===== src/design/assert_macros.svh =====
// Assertion helpers shared by the RTL. Define NO_ASSERTIONS to compile them out.
`ifndef ASSERT_MACROS_SVH
`define ASSERT_MACROS_SVH

`ifndef NO_ASSERTIONS

// Same-cycle implication.
`define ASSERT_IMPLIES(label, clk, rst, ante, cons) \
   label: assert property (@(posedge clk) disable iff (rst) (ante) |-> (cons)) \
      else $error("assertion failed: same-cycle implication");

// Next-cycle implication.
`define ASSERT_NEXT(label, clk, rst, ante, cons) \
   label: assert property (@(posedge clk) disable iff (rst) (ante) |=> (cons)) \
      else $error("assertion failed: next-cycle implication");

`else

`define ASSERT_IMPLIES(label, clk, rst, ante, cons)
`define ASSERT_NEXT(label, clk, rst, ante, cons)

`endif

`endif


===== src/design/skc_pkg.sv =====
package skc_pkg;

   localparam int CHROMA_W    = 8;
   localparam int CSR_INDEX_W = 3;

   // squared chroma distance and its Q9.8 root
   localparam int D2_W     = 17;
   localparam int X_FRAC_W = 16;
   localparam int ROOT_W   = 17;
   localparam int X_W      = 2 * ROOT_W;
   localparam int REM_W    = ROOT_W + 2;

   // blend divider operands (Q8.8 radii)
   localparam int DIV_W = 16;

   typedef enum logic [CSR_INDEX_W-1:0] {
      CSR_KEY_CB,
      CSR_KEY_CR,
      CSR_TOLERANCE_RADIUS,
      CSR_SOFTNESS_WIDTH,
      CSR_BLUE_TINT,
      CSR_RED_TINT,
      CSR_CHROMA_FLOOR,
      CSR_CHROMA_CEILING
   } csr_index_type;

   typedef enum logic [1:0] {
      BLEND_ZERO,
      BLEND_FULL,
      BLEND_BAND
   } blend_class_type;

   typedef struct packed {
      logic [CHROMA_W-1:0] luma;
      logic [CHROMA_W-1:0] cb;
      logic [CHROMA_W-1:0] cr;
      logic [CHROMA_W-1:0] dest_cb;
      logic [CHROMA_W-1:0] dest_cr;
   } pix_type;

   typedef struct packed {
      blend_class_type cls;
      pix_type         pix;
   } div_tag_type;

endpackage


===== src/design/skc_div_pipe.sv =====
module skc_div_pipe
   import skc_pkg::*;
#(
   parameter int FRAC_BITS = 16,
   parameter int TAG_W     = 42
) (
   input  logic               clock,
   input  logic               reset,
   input  logic               advance,
   input  logic               in_valid,
   input  logic [DIV_W-1:0]   in_num,
   input  logic [DIV_W-1:0]   in_den,
   input  logic [TAG_W-1:0]   in_tag,
   output logic               out_valid,
   output logic [FRAC_BITS:0] out_quo,
   output logic [TAG_W-1:0]   out_tag
);

   localparam int QUO_W = FRAC_BITS + 1;

   logic             valid_ff [QUO_W];
   logic [DIV_W-1:0] rem_ff   [QUO_W];
   logic [DIV_W-1:0] den_ff   [QUO_W];
   logic [QUO_W-1:0] quo_ff   [QUO_W];
   logic [TAG_W-1:0] tag_ff   [QUO_W];

   // restoring division, one quotient bit per stage; the head stage yields the
   // integer bit, which is set when the numerator is at least the divisor
   for (genvar k = 0; k < QUO_W; k++) begin : g_stage
      logic             valid_prev;
      logic [DIV_W-1:0] den_prev;
      logic [QUO_W-1:0] quo_prev;
      logic [TAG_W-1:0] tag_prev;
      logic [DIV_W:0]   rem_sh;
      logic [DIV_W:0]   diff;
      logic             ge;
      logic [DIV_W-1:0] rem_in;
      logic [QUO_W-1:0] quo_in;

      if (k == 0) begin : g_head
         assign valid_prev = in_valid;
         assign den_prev   = in_den;
         assign quo_prev   = '0;
         assign tag_prev   = in_tag;
         assign rem_sh     = {1'b0, in_num};
      end else begin : g_body
         assign valid_prev = valid_ff[k-1];
         assign den_prev   = den_ff[k-1];
         assign quo_prev   = quo_ff[k-1];
         assign tag_prev   = tag_ff[k-1];
         assign rem_sh     = {rem_ff[k-1], 1'b0};
      end

      assign diff   = rem_sh - {1'b0, den_prev};
      assign ge     = (rem_sh >= {1'b0, den_prev});
      assign rem_in = ge ? diff[DIV_W-1:0] : rem_sh[DIV_W-1:0];
      assign quo_in = {quo_prev[QUO_W-2:0], ge};

      always_ff @(posedge clock) begin
         if (reset) begin
            valid_ff[k] <= 1'b0;
         end else if (advance) begin
            valid_ff[k] <= valid_prev;
         end
         if (advance) begin
            rem_ff[k] <= rem_in;
            den_ff[k] <= den_prev;
            quo_ff[k] <= quo_in;
            tag_ff[k] <= tag_prev;
         end
      end
   end

   assign out_valid = valid_ff[QUO_W-1];
   assign out_quo   = quo_ff[QUO_W-1];
   assign out_tag   = tag_ff[QUO_W-1];

endmodule

===== config.mk =====
export PLATFORM = sky130hd
export DESIGN_NAME = skc_div_pipe
export DESIGN_NICKNAME = d
export VERILOG_FILES = /design/src/design/assert_macros.svh /design/src/design/skc_pkg.sv /design/src/design/skc_div_pipe.sv
export SDC_FILE = /design/constraint.sdc
export NUM_CORES = 1
export LEC_CHECK = 0
export BUFFER_PORTS_ARGS = -buffer_cell sky130_fd_sc_hd__buf_4
export CAP_MARGIN = 40
export CORE_AREA = 5 5 411 413
export CTS_CLUSTER_DIAMETER = 80
export CTS_CLUSTER_SIZE = 25
export DETAILED_ROUTE_END_ITERATION = 7
export DIE_AREA = 0 0 416 418
export MAX_ROUTING_LAYER = met4
export PLACE_DENSITY_LB_ADDON = 0.12
export RECOVER_POWER = 100
export REMOVE_ABC_BUFFERS = 1
export SYNTH_ARGS = -nofsm -noshare
export SYNTH_HDL_FRONTEND = slang
export SYNTH_SLANG_ARGS = --single-unit

===== constraint.sdc =====
create_clock -name clock -period 3.82 [get_ports clock]
set_input_delay 0.764 -clock clock [delete_from_list [all_inputs] [get_ports clock]]
set_output_delay 0.764 -clock clock [all_outputs]
set_load 0.02 [all_outputs]

# Yosys cells after proc, flatten, opt, wreduce, memory -nomap -nowiden
# Memories as Yosys holds them, arrays and structs flattened.
# Index checks and enable logic that the tools add are counted.
# classes
n_addsub	17
n_lt_le_gt_ge	17
muxes	40
n_bitwise	17
# ops
operator	n
$ge A17 B16 Y1	16
$mux W16	17
$sub A16 B16 Y16	17
$mux W1	23
$or A1 B1 Y1	17
$ge A16 B16 Y1	1
# word_totals
regBits	0
ram_bits	1564
in_bits	78
output_inout_bits	60
wordCells	96
n_memories	5
# mem_list
memory	depth	width	read_ports	rd_clocked_by_memory_dff	write_ports	line_no	text
tag_ff	17	42	17	0	17	skc_div_pipe.sv:25	logic [TAG_W-1:0] tag_ff [QUO_W];
quo_ff	17	17	17	0	17	skc_div_pipe.sv:24	logic [QUO_W-1:0] quo_ff [QUO_W];
den_ff	17	16	16	0	17	skc_div_pipe.sv:23	logic [DIV_W-1:0] den_ff [QUO_W];
rem_ff	17	16	16	0	17	skc_div_pipe.sv:22	logic [DIV_W-1:0] rem_ff [QUO_W];
valid_ff	17	1	17	0	17	skc_div_pipe.sv:21	logic valid_ff [QUO_W];

# Depth between registers and ports, before layout
# depth
depth_word	4
depth_mapped	13
depth_no_buf	12

# Least setup slack after synthesis
# Ideal clock, no wire load.
# synth_timing
path_type	input-to-reg
from	input in_num[0]
to	memory rem_ff[0][10], data pin
setup_ns	0.260
arrival_time_ns	2.903
t_required_ns	3.560
slack_ns	0.657
cell_stages	12
path_buffers	1
cell_sequence	inv_1 > ha_1 > fa_1 > nor2b_1 > o21ai_1 > a31oi_1 > o31a_1 > o21ai_0 > a21oi_1 > o22a_1 > clkbuf_1 > mux2_2
# synth_rtl
element	line_no	text
from (decl)	skc_div_pipe.sv:11	input logic [DIV_W-1:0] in_num,
to (decl)	skc_div_pipe.sv:22	

==> metrics list <==
- Run status: finished, violations left
- The checks that failed: capacitance limit, slew limit.
- Die footprint: 173900 um^2
* Global-route total usage across every layer: 10.66%
- Half-perimeter wire length after detailed placement: 60800 um
* Placed inst area: 61650 um^2
* Worst flop-to-flop path startpoint: den_ff[0][97]$_DFFE_PP_
* Number of primary I/O pins: 138
- Number of gates resized after CTS: 0
- After layout, the worst path uses 93.80% of the clock period.
* Final Hold Violating Endpoints: 0
- By startpoint and endpoint, the worst setup path is classified as reg2reg.
* Number of port buffers: 137
- TritonCTS built the clock tree.
- Maximum number of pins on one net before global-route repair: 114
* Relative slew margins: -14.78%
- Power spread over the standard cell area amounts to 705.7 nW/um^2.
- The area growth from synthesis to layout is 12.18%.
- Sequential share of power: 46.4%
* Synth top area cells: edfxtp_1, ha_1, inv_1
- Post-CTS Setup Inserts: 0
* Initial standard-cell utilization of the core: 34.89%
* Total number of placement rows: 149
- In this run the worst setup path terminates at rem_ff[0][119]$_DFFE_PP_.
- The initial antenna violation count is 1.
* Cell-internal power: 31250 uW
* Worst endpoint data arrival time: 4.03 ns
* Final Skew: 0.02865 ns
- STA classifies the critical path startpoint as a flip-flop.
- The finished cells cover 64360 um^2.
- The first global-routing pass estimated 148400 um of wire.
- Number of buffers created by CTS: 94
- Switching part of the total: 31.20%
* Post-layout net count: 4311
* Max Fclk: 279.1 MHz
- Fraction of synthesized cell area taken by the top area cell type: 73.07%
* Standby leakage power: 0.02387 uW
* Maximum fanout encountered on the critical timing path: 16
- Post-Syn Area per Cell: 15.52 um^2
- Yosys printed 0 warnings.
- Total routed wirelength: 91000 um
- Mean number of vias per cell: 4.608
* Setup slack of the most critical reg-to-reg path: 0.24 ns
- Fraction of power consumed by combinational cells: 28.9%
- Average wire per cell in the routed design: 14.66 um
- Pre-antenna DRT Iters: 7
- The biggest area contributor in the post-synthesis netlist is edfxtp_1.
* Number of nets with antenna violations after routing: 0
- In this run the critical register-to-register path is captured at rem_ff[0][119]$_DFFE_PP_.
* Number of vias after detailed routing: 28600
- Actual transition at the worst max-transition pin: 1.722 ns
- Sw power: 14170 uW
* Class of the most critical hold timing path: in2reg
- Counting every sink on the clock net gives 1396.
- The later pin in the worst-skew pair is clocked with a latency of 0.72 ns.
- Filler cell count: 15310
- Routability congestion estimate from global placement: 0.8522
- Max-cap violations in this run came to 4.
- Drt first-iter violations: 1570
- For this run, design rule violations remaining after detail routing come to 0.
- The synthesized design contains 1396 enable-type register cells.
- Setup repair after global routing missed its margin: false
- The die is 416 um wide.
- Clock root cell: clkbuf_16
- Worst setup path start: den_ff[0][97]$_DFFE_PP_
* Worst EP required: 4.27 ns
* Proportion of synthesized flip-flops having asynchronous set or reset: 0%
- Cells with a size suffix above 1 make up 9.283% of the layout.
* Total inserted antenna cells: 0
- IR analysis of the VDD net gives a maximum drop of 383.9 uV.
- The number of global-route vias before repair is 29720.
- Netlist area before placement: 57370 um^2
- The core region is 164400 um^2.
- CTS H-Tree Depth: 3
* Length in cells of the worst reg-to-reg path: 12
- Counting I/O delays and the setup requirement, the final critical path takes 3.583 ns.
- Max Root-Sink Buffers: 3
- The netlist uses 78 different library cells.
- Setup violations remaining at the end of the flow were counted as 0.
- Pins Over Slew Limit: 316
- Clock-pin slew was measured on the worst setup and hold paths at 0.09 ns.
- Summed over all failing endpoints, the final setup total negative slack is 0 ns.
- The number of hold buffers added after CTS was 0.
* Most instantiated flip-flop cell in the synthesis netlist: edfxtp_1
* Clock share of power: 24.6%
- The die is 418 um tall.
- The worst setup path is captured at a flip-flop.
* Global-route congestion overflow total: 0
- FF+latch count, synth: 1396
- Synthesis produced 3697 cells.
* Sequential element share of the synthesized area: 73.07%
metal layers:
layer  up-vias  global-route usage [%]  part of all wire, %
li1      14270                       -                    -
met1     13740                   10.93                   39
met2       381                   19.91                   54
met3       211                   1.827                  3.5
met4         0                   4.727                  4.1
met5         -                       -                    0
kinds of logic (layout without fill, tap and decap cells):
group | count (synthesis) | after routing | share of synthesized area [%]
DFF | 1396 | 1396 | 73.07
and+or+nand+nor | 629 | 629 | 5.274
muxes | 101 | 101 | 2.017
xor gates and xnor gates | 187 | 187 | 2.855
adders and majority gates | 287 | 287 | 6.469
buffers and inverters | 394 | 715 | 2.659
AOI/OAI and AO/OA | 703 | 703 | 7.655
cell type report:
class / instances / area [um^2] / area share, %
well taps: 2189 / 2739 / 4.256
repair buffers: 196 / 1089 / 1.691
clock inverters: 71 / 1027 / 1.596
multi-input cells: 1907 / 13900 / 21.60
inverters: 351 / 1318 / 2.047
flip-flops and latches: 1396 / 41920 / 65.14
clock buffers: 97 / 2364 / 3.673
sequential cells by signal, summed over array words and instances (netlist names):
name,cells
quo_ff,153
rem_ff,256
valid_ff,17
den_ff,256
tag_ff,714
critical path, stage by stage, from the launching register on:
cell and delay [ns]:
edfxtp_1 0.46, inv_1 0.09, ha_1 0.23, nor2b_1 0.15
o211ai_1 0.20, a21oi_1 0.13, o41ai_1 0.60, o311ai_0 0.35
buf_4 0.23, nand2_1 0.11, a21o_1 0.15, nand2_2 0.25
mux2_2 0.39
worst min-delay path by stage:
stage                                  start                        to  slack (ns)  cells past startpoint
detailed placement  quo_ff[1][107]$_DFFE_PP_  quo_ff[1][125]$_DFFE_PP_        0.40                      0
CTS                               in_tag[15]   tag_ff[0][15]$_DFFE_PP_        0.12                      1
floorplan            quo_ff[0][85]$_DFFE_PP_  quo_ff[0][103]$_DFFE_PP_        0.40                      0
finish                            in_tag[15]   tag_ff[0][15]$_DFFE_PP_        0.24                      1
global route                      in_tag[15]   tag_ff[0][15]$_DFFE_PP_        0.17                      1
global placement    tag_ff[0][496]$_DFFE_PP_  tag_ff[0][538]$_DFFE_PP_        0.40                      0
per-stage QoR:
step           instances  setup slack (ns)  util [%]  power (uW)  hold slack (ns)
2_1_floorplan       3654            0.1464         -       31100           0.4003
3_3_place_gp        6038            0.2878     37.48       34760           0.4000
3_5_place_dp        6039            0.3008     37.49       34990           0.4045
4_1_cts             6207            0.2669     39.55       46520           0.1222
5_1_grt             6207           0.02805     39.14       48560           0.1668
6_report            6207            0.2369     39.14       45410           0.2404
synthesized netlist by cell type (all sizes together) (8+ instances only):
| master | number |
|---|---|
| nor2b | 46 |
| inv | 351 |
| xor2 | 88 |
| or3 | 11 |
| a31oi | 21 |
| nand4 | 42 |
| edfxtp | 1396 |
| o21a | 28 |
| ha | 271 |
| nand3 | 24 |
| nand2 | 171 |
| clkbuf | 30 |
| o41ai | 8 |
| o21bai | 13 |
| a21o | 87 |
| a21boi | 17 |
| and2 | 31 |
| o21ai | 208 |
| fa | 16 |
| o31ai | 19 |
| buf | 13 |
| and3 | 8 |
| xnor2 | 99 |
| a21oi | 196 |
| nor2 | 178 |
| mux2 | 96 |
| nor3 | 45 |
| a211oi | 27 |
| nand2b | 43 |
| a211o | 8 |
| o31a | 12 |
power by group through the flow:
stage,clock (uW),combinational (uW),sequential (uW)
finish,11200,13100,21100
CTS,11800,13600,21100
detailed placement,0,13500,21500
floorplan,0,10000,21100
global route,12400,14900,21400
global placement,0,13300,21400
placed cells by master (no fill, tap or decap), types with 12 or more instances in the layout:
cell type	instances
xnor2_1	99
o21ai_0	195
nor3_1	45
a21o_1	87
inv_1	351
nor2b_1	46
a31oi_1	21
buf_4	29
nand4_1	42
fa_1	16
nand2b_1	43
o31a_1	12
clkbuf_16	94
o21bai_1	13
a21boi_0	15
clkbuf_4	56
edfxtp_1	1396
o21a_1	28
o31ai_1	19
and2_1	16
clkbuf_1	99
mux2_2	86
nor2_1	178
a21oi_1	195
xor2_1	88
nand3_1	24
clkbuf_2	14
a211oi_1	27
ha_1	271
and2_0	14
nand2_1	170
Power figures use the tool's default switching activity.
