### src/design/assert_macros.svh
// Assertion helpers shared by the RTL. Define NO_ASSERTIONS to compile them out.
`ifndef ASSERT_MACROS_SVH
`define ASSERT_MACROS_SVH

`ifndef NO_ASSERTIONS

// Same-cycle implication.
`define ASSERT_IMPLIES(label, clk, rst, ante, cons) \
   label: assert property (@(posedge clk) disable iff (rst) (ante) |-> (cons)) \
      else $error("assertion failed: same-cycle implication");

// Next-cycle implication.
`define ASSERT_NEXT(label, clk, rst, ante, cons) \
   label: assert property (@(posedge clk) disable iff (rst) (ante) |=> (cons)) \
      else $error("assertion failed: next-cycle implication");

`else

`define ASSERT_IMPLIES(label, clk, rst, ante, cons)
`define ASSERT_NEXT(label, clk, rst, ante, cons)

`endif

`endif

### src/design/skc_pkg.sv
package skc_pkg;

   localparam int CHROMA_W    = 8;
   localparam int CSR_INDEX_W = 3;

   // squared chroma distance and its Q9.8 root
   localparam int D2_W     = 17;
   localparam int X_FRAC_W = 16;
   localparam int ROOT_W   = 17;
   localparam int X_W      = 2 * ROOT_W;
   localparam int REM_W    = ROOT_W + 2;

   // blend divider operands (Q8.8 radii)
   localparam int DIV_W = 16;

   typedef enum logic [CSR_INDEX_W-1:0] {
      CSR_KEY_CB,
      CSR_KEY_CR,
      CSR_TOLERANCE_RADIUS,
      CSR_SOFTNESS_WIDTH,
      CSR_BLUE_TINT,
      CSR_RED_TINT,
      CSR_CHROMA_FLOOR,
      CSR_CHROMA_CEILING
   } csr_index_type;

   typedef enum logic [1:0] {
      BLEND_ZERO,
      BLEND_FULL,
      BLEND_BAND
   } blend_class_type;

   typedef struct packed {
      logic [CHROMA_W-1:0] luma;
      logic [CHROMA_W-1:0] cb;
      logic [CHROMA_W-1:0] cr;
      logic [CHROMA_W-1:0] dest_cb;
      logic [CHROMA_W-1:0] dest_cr;
   } pix_type;

   typedef struct packed {
      blend_class_type cls;
      pix_type         pix;
   } div_tag_type;

endpackage

### src/design/skc_sqrt_pipe.sv
module skc_sqrt_pipe
   import skc_pkg::*;
#(
   parameter int TAG_W = 40
) (
   input  logic              clock,
   input  logic              reset,
   input  logic              advance,
   input  logic              in_valid,
   input  logic [D2_W-1:0]   in_d2,
   input  logic [TAG_W-1:0]  in_tag,
   output logic              out_valid,
   output logic [ROOT_W-1:0] out_root,
   output logic [TAG_W-1:0]  out_tag
);

   logic              valid_ff [ROOT_W];
   logic [REM_W-1:0]  rem_ff   [ROOT_W];
   logic [ROOT_W-1:0] root_ff  [ROOT_W];
   logic [D2_W-1:0]   d2_ff    [ROOT_W];
   logic [TAG_W-1:0]  tag_ff   [ROOT_W];

   // one root bit per stage, radicand is d2 * 2^16
   for (genvar k = 0; k < ROOT_W; k++) begin : g_stage
      localparam int P = ROOT_W - 1 - k;

      logic              valid_prev;
      logic [REM_W-1:0]  rem_prev;
      logic [ROOT_W-1:0] root_prev;
      logic [D2_W-1:0]   d2_prev;
      logic [TAG_W-1:0]  tag_prev;
      logic [X_W-1:0]    x_word;
      logic [REM_W-1:0]  rem_sh;
      logic [REM_W-1:0]  trial;
      logic              ge;
      logic [REM_W-1:0]  rem_in;
      logic [ROOT_W-1:0] root_in;

      if (k == 0) begin : g_head
         assign valid_prev = in_valid;
         assign rem_prev   = '0;
         assign root_prev  = '0;
         assign d2_prev    = in_d2;
         assign tag_prev   = in_tag;
      end else begin : g_body
         assign valid_prev = valid_ff[k-1];
         assign rem_prev   = rem_ff[k-1];
         assign root_prev  = root_ff[k-1];
         assign d2_prev    = d2_ff[k-1];
         assign tag_prev   = tag_ff[k-1];
      end

      assign x_word  = X_W'({d2_prev, {X_FRAC_W{1'b0}}});
      assign rem_sh  = {rem_prev[REM_W-3:0], x_word[2*P+1 -: 2]};
      assign trial   = {root_prev, 2'b01};
      assign ge      = (rem_sh >= trial);
      assign rem_in  = ge ? (rem_sh - trial) : rem_sh;
      assign root_in = {root_prev[ROOT_W-2:0], ge};

      always_ff @(posedge clock) begin
         if (reset) begin
            valid_ff[k] <= 1'b0;
         end else if (advance) begin
            valid_ff[k] <= valid_prev;
         end
         if (advance) begin
            rem_ff[k]  <= rem_in;
            root_ff[k] <= root_in;
            d2_ff[k]   <= d2_prev;
            tag_ff[k]  <= tag_prev;
         end
      end
   end

   assign out_valid = valid_ff[ROOT_W-1];
   assign out_root  = root_ff[ROOT_W-1];
   assign out_tag   = tag_ff[ROOT_W-1];

endmodule

### config.mk
export PLATFORM = sky130hd
export DESIGN_NAME = skc_sqrt_pipe
export DESIGN_NICKNAME = d
export VERILOG_FILES = /design/src/design/assert_macros.svh /design/src/design/skc_pkg.sv /design/src/design/skc_sqrt_pipe.sv
export SDC_FILE = /design/constraint.sdc
export NUM_CORES = 1
export LEC_CHECK = 0
export ABC_CLOCK_PERIOD_IN_PS = 2700
export BUFFER_PORTS_ARGS = -buffer_cell sky130_fd_sc_hd__buf_4
export CORE_MARGIN = 5
export CORE_UTILIZATION = 50
export DETAILED_ROUTE_END_ITERATION = 7
export PLACE_DENSITY_LB_ADDON = 0.08
export SLEW_MARGIN = 40
export SYNTH_ARGS = -nofsm -noshare
export SYNTH_HDL_FRONTEND = slang
export SYNTH_SLANG_ARGS = --single-unit
### constraint.sdc
create_clock -name clock -period 2.7 [get_ports clock]
set_input_delay 0.54 -clock clock [delete_from_list [all_inputs] [get_ports clock]]
set_output_delay 0.54 -clock clock [all_outputs]
set_load 0.02 [all_outputs]
### After elaboration in Yosys (flattened, before gate mapping)

Memory sizes are Yosys's and may differ from the RTL's.
Index checks and enable logic that the tools add are counted.

| operators by class | value |
|---|---|
| mux-type cells | 40 |
| bitwise operators | 17 |
| order comparisons | 17 |
| add/subtract/negate cells | 17 |

Operator list:

| cell | count |
|---|---|
| 19-bit 2-to-1 mux | 17 |
| 19-bit >= comparator | 16 |
| 19-bit subtractor | 16 |
| 1-bit 2-to-1 mux | 23 |
| 1-bit bitwise OR | 17 |
| 1-bit by 1-bit subtractor with 2-bit output (second input constant) | 1 |
| 1-bit >= comparator (second input constant) | 1 |

| storage, ports and cells | value |
|---|---|
| logic and storage cells | 96 |
| bits in registers | 0 |
| memories kept | 5 |
| bits in writable memories | 1,598 |

Memory list:

| memory | depth | bits a word | read ports | clocked after memory_dff | write ports | line | text |
|---|---|---|---|---|---|---|---|
| tag_ff | 17 | 40 | 17 | 0 | 17 | skc_sqrt_pipe.sv:21 | `logic [TAG_W-1:0] tag_ff [ROOT_W];` |
| rem_ff | 17 | 19 | 16 | 0 | 17 | skc_sqrt_pipe.sv:18 | `logic [REM_W-1:0] rem_ff [ROOT_W];` |
| d2_ff | 17 | 17 | 16 | 0 | 17 | skc_sqrt_pipe.sv:20 | `logic [D2_W-1:0] d2_ff [ROOT_W];` |
| root_ff | 17 | 17 | 17 | 0 | 17 | skc_sqrt_pipe.sv:19 | `logic [ROOT_W-1:0] root_ff [ROOT_W];` |
| valid_ff | 17 | 1 | 17 | 0 | 17 | skc_sqrt_pipe.sv:17 | `logic valid_ff [ROOT_W];` |

### Logic depth before layout (Yosys ltp)

| logic depth | value |
|---|---|
| word-level depth | 4 |
| depth in mapped cells | 10 |
| depth with buffers taken out | 10 |

### Least setup slack after synthesis

Ideal clock, no wire load.

| timing | value |
|---|---|
| path kind | reg-to-reg |
| start point | memory rem_ff[0][274] in the netlist's numbering |
| end point | memory rem_ff[0][293] in the netlist's numbering, data pin |
| period minus slack after synthesis | 2.737 ns |
| required time | 2.440 ns |
| buffers on the path | 2 |
| data arrival time | 2.477 ns |
| slack | -0.037 ns |
| cell stages (with the launch flop) | 10 |
| path through | edfxtp_1 ha_1 clkbuf_1 a21oi_1 o21ai_0 a22oi_1 o31ai_1 a21oi_1 buf_2 mux2_2 |

RTL lines:

| element | line |
|---|---|
| start: declaration | skc_sqrt_pipe.sv:18 |

==> parameters.txt <==
Parameter                              Value

Clock network
  Clk Tree Root Cell ... sky130_fd_sc_hd__clkbuf_16
  Maximum level of the CTS H-tree ... 3
  TritonCTS clock tree ... yes
  CTS Buffer Depth ... 3
  CTS clock-pin slew for the worst setup and hold paths ... 60 ps
  Clk sinks ... 1165
  Worst skew pair latency ... just under 700 ps
  Total CTS buffers ... 117

Drt
  Detailed-route wire length per cell ... 16.6 um
  Detailed-routing iteration count for the pre-antenna-repair pass ... 5
  Remaining routing DRC violations ... 0
  Vias post-DR ... roughly 23000
  Post-route antenna net violation count ... 0
  Drt via density ... 5.20
  Violation count after the first detailed-routing iteration ... roughly 1500
  Total Wirelength ... 72400 um

Power and ir drop
  Leakage Power ... 19.6 nW
  Comb power frac ... 10.4%
  Worst VDD drop ... 520 uV
  Sequential Power Share ... a little over half
  Total internal power ... 33.1 mW
  Net switching power ... between 9 and 10 mW
  Proportion of power drawn by the clock network ... between 30% and 40%
  Total power ... 42.9 mW
  Power per Cell Area ... 803 nW/um^2
  Fraction of power spent switching nets ... a little under a quarter

Yosys
  Top post-synthesis cells by area ... sky130_fd_sc_hd__edfxtp_1 (77%), sky130_fd_sc_hd__ha_1 (4.3%), sky130_fd_sc_hd__xnor2_1 (1.6%)
  Primary flip-flop cell chosen by synthesis mapping ... sky130_fd_sc_hd__edfxtp_1
  Async set or reset register ratio after synthesis ... 0%
  Syn_area_per_cell ... 16.7 um^2
  #FFs+latches synth ... 1165
  Synthesized area ... about 45000 um^2
  Post-synthesis cell type with the largest combined area ... sky130_fd_sc_hd__edfxtp_1
  Syn nets ... 2943
  Number of library cell types mapped by synthesis ... 77
  Synth top area share ... 77.2%
  Number of flops mapped to enable cells by yosys ... 1165
  Gate count of the mapped netlist ... about 2700
  Warnings, synthesis ... 0
  Sequential fraction of the synthesis area ... 77.2%

Timing
  Tightest Pin Transition ... 575 ps
  Slew headroom ... 61.2%
  Final worst path period need ... 2680 ps
  Final sum of negative setup slack ... 0 ps
  Worst hold margin ... around 64 ps
  # setup viols final ... 0
  Number of hold-slack violations in the final timing report ... 0
  Max-slew violation count ... 0
  Final period util ... between 90 and 100%
  Fmax ... between 300 and 400 MHz
  Post-layout worst setup margin ... 22.1 ps
  Clock Skew ... about 36 ps

Layout
  Area added between synthesis and finish ... 17.8%
  Final instance area ... 53400 um^2
  Commonest cells after routing, fill and taps aside ... sky130_fd_sc_hd__edfxtp_1 (1165), sky130_fd_sc_hd__buf_4 (210), sky130_fd_sc_hd__inv_1 (196)
  Final layout net count ... around 3300
  Most common cell after layout, fill and taps aside ... sky130_fd_sc_hd__edfxtp_1
  Diodes inserted ... 0
  Layout cell share with drive strength beyond 1 ... 16.4%

Hold path
  Source of the worst hold timing path ... in_tag[33]
  Path category of the worst min-delay check ... in -> reg
  Cell depth of the worst hold path ... 1
  Hold worst-path end ... tag_ff[0][33]$_DFFE_PP_

Die
  Die Y-Extent ... 311 um
  IO Pins ... 119
  Row Count ... 110
  Starting density of the core ... between 50% and 60%
  Placeable core region ... approximately 90000 um^2
  Width of the die ... 311 um
  Area enclosed by the die boundary ... roughly 97000 um^2

Critical path
  CP required ... 3100 ps
  Classification of the worst setup path ... reg -> reg
  Setup slack on the worst flop-to-flop path ... 20 ps
  Setup crit start ... rem_ff[0][114]$_DFFE_PP_
  Critical R2R Launch ... rem_ff[0][114]$_DFFE_PP_
  Cell count of the worst reg-to-reg path ... 7
  Largest fanout of any net on the critical path ... 4
  Worst path arrival time ... 3080 ps
  Startpoint kind of the worst setup timing path ... flop
  Capture instance of the worst register-to-register path ... rem_ff[0][143]$_DFFE_PP_
  Capturing element type of the critical path ... flop

Run
  Reported max-cap violation count ... 0

Global routing
  Number of antenna violations at the first check in global routing ... 0
  Maximum number of pins on one net before global-route repair ... 104
  GRT Residual Overflow ... 0
  Wire length of the first global-routing pass ... 118000 um
  Vias in the first global route ... about 23000
  Global-route usage over all layers ... between 10 and 15%

Placement
  Worst setup slack after placement ... -40.4 ps
  Routability cong. ... 0.894
  Total placed instance area ... a little under 50000 um^2
  PortBufs ... ~120
  HPWL reported at the end of detailed placement ... 48800 um

Outcome
  Outcome ... finished, final reports clean
==> what timing repair did <==
| action | in CTS | in global routing |
|---|---|---|
| endpoints found under the hold margin | 55 | 0 |
| hold buffers | 55 | 0 |
| cloned | 0 | 0 |
| resized for setup | 6 | 47 |
| setup endpoints to repair | 12 | 81 |
| pin swaps | 0 | 11 |
| buffers inserted | 0 | 8 |
==> logic make-up (layout without fill, tap and decap cells) <==
| group | Yosys count | after routing | share of synthesized area, % |
|---|---|---|---|
| AOI/OAI and AO/OA | 403 | 403 | 5.76 |
| xor gates and xnor gates | 145 | 145 | 2.80 |
| adders and majority gates | 162 | 162 | 4.59 |
| buffers and inverters | 226 | 701 | 1.89 |
| DFF | 1165 | 1165 | 77.2 |
| muxes | 67 | 67 | 1.64 |
| other | 1 | 1 | 0.00828 |
| and+or+nand+nor | 551 | 551 | 6.08 |
==> synthesized netlist by cell type, types with 14 or more instances <==
master                     count
sky130_fd_sc_hd__edfxtp_1   1165
sky130_fd_sc_hd__inv_1       197
sky130_fd_sc_hd__ha_1        155
sky130_fd_sc_hd__nor2_1      147
sky130_fd_sc_hd__nand2_1     119
sky130_fd_sc_hd__a21oi_1     106
sky130_fd_sc_hd__o21ai_0      95
sky130_fd_sc_hd__xnor2_1      85
sky130_fd_sc_hd__nor3_1       61
sky130_fd_sc_hd__xor2_1       60
sky130_fd_sc_hd__mux2_2       57
sky130_fd_sc_hd__nand3_1      37
sky130_fd_sc_hd__o21a_1       36
sky130_fd_sc_hd__a21o_1       33
sky130_fd_sc_hd__nor4_1       29
sky130_fd_sc_hd__nor2b_1      26
sky130_fd_sc_hd__a211oi_1     21
sky130_fd_sc_hd__clkbuf_1     20
sky130_fd_sc_hd__or3_1        20
sky130_fd_sc_hd__and2_1       18
sky130_fd_sc_hd__nand2b_1     18
sky130_fd_sc_hd__nand4_1      15
sky130_fd_sc_hd__o31ai_1      15
sky130_fd_sc_hd__or2_2        14
==> worst max-delay path, cell delays in order (launching register included) <==
cell	delay, ps
sky130_fd_sc_hd__edfxtp_1	400
sky130_fd_sc_hd__ha_1	360
sky130_fd_sc_hd__nor2b_1	160
sky130_fd_sc_hd__o31a_1	290
sky130_fd_sc_hd__o31a_1	300
sky130_fd_sc_hd__o31ai_2	350
sky130_fd_sc_hd__buf_4	200
sky130_fd_sc_hd__mux2_2	330
==> power groups by stage <==
| stage | Combinational (mW) | Sequential, mW | Clock [mW] |
|---|---|---|---|
| global route | 4.95 | 22.6 | 17.3 |
| finish | 4.45 | 22.4 | 16.0 |
| floorplan | 2.78 | 22.6 | 0 |
| global placement | 4.11 | 22.8 | 0 |
| detailed placement | 4.25 | 22.8 | 0 |
| CTS | 4.36 | 22.5 | 16.5 |
==> sequential cells by signal, summed over array words and instances, names as in the netlist <==
signal / count
tag_ff: 680
rem_ff: 250
root_ff: 131
d2_ff: 87
valid_ff: 17
==> worst max path at each step <==
stage                                           to  slack, ps  cells past startpoint
after global routing      rem_ff[0][279]$_DFFE_PP_        -30                      9
after global placement    rem_ff[0][287]$_DFFE_PP_         30                      8
after CTS                 rem_ff[0][244]$_DFFE_PP_         -7                     10
after detailed placement   rem_ff[0][92]$_DFFE_PP_        -40                      7
final                     rem_ff[0][143]$_DFFE_PP_         20                      7
after floorplan           rem_ff[0][254]$_DFFE_PP_         60                      9
==> stage by stage <==
step	util, %	cells
2_1_floorplan	-	2720
3_3_place_gp	54.0	4092
6_report	59.3	4371
4_1_cts	59.0	4363
3_5_place_dp	54.0	4092
5_1_grt	59.3	4371
==> final cells by class <==
| type | instances | area (um^2) |
|---|---|---|
| repair buffers | 286 | 2530 |
| inverters | 199 | 747 |
| clock inverters | 74 | 877 |
| well taps | 1176 | 1470 |
| multi-input cells | 1329 | 9720 |
| clock buffers | 142 | 3020 |
| flip-flops and latches | 1165 | 35000 |
| fillers | 6770 | 36700 |
==> layer usage <==
metal / vias up / wire [um] / global-route usage [%]
li1: 11100 / - / -
met1: 11100 / 31600 / 19.5
met2: 447 / 35600 / 25.1
met3: 133 / 3200 / 2.49
met4: 0 / 1970 / 4.85
met5: - / 0 / 0
(Power assumes the default switching activity.)
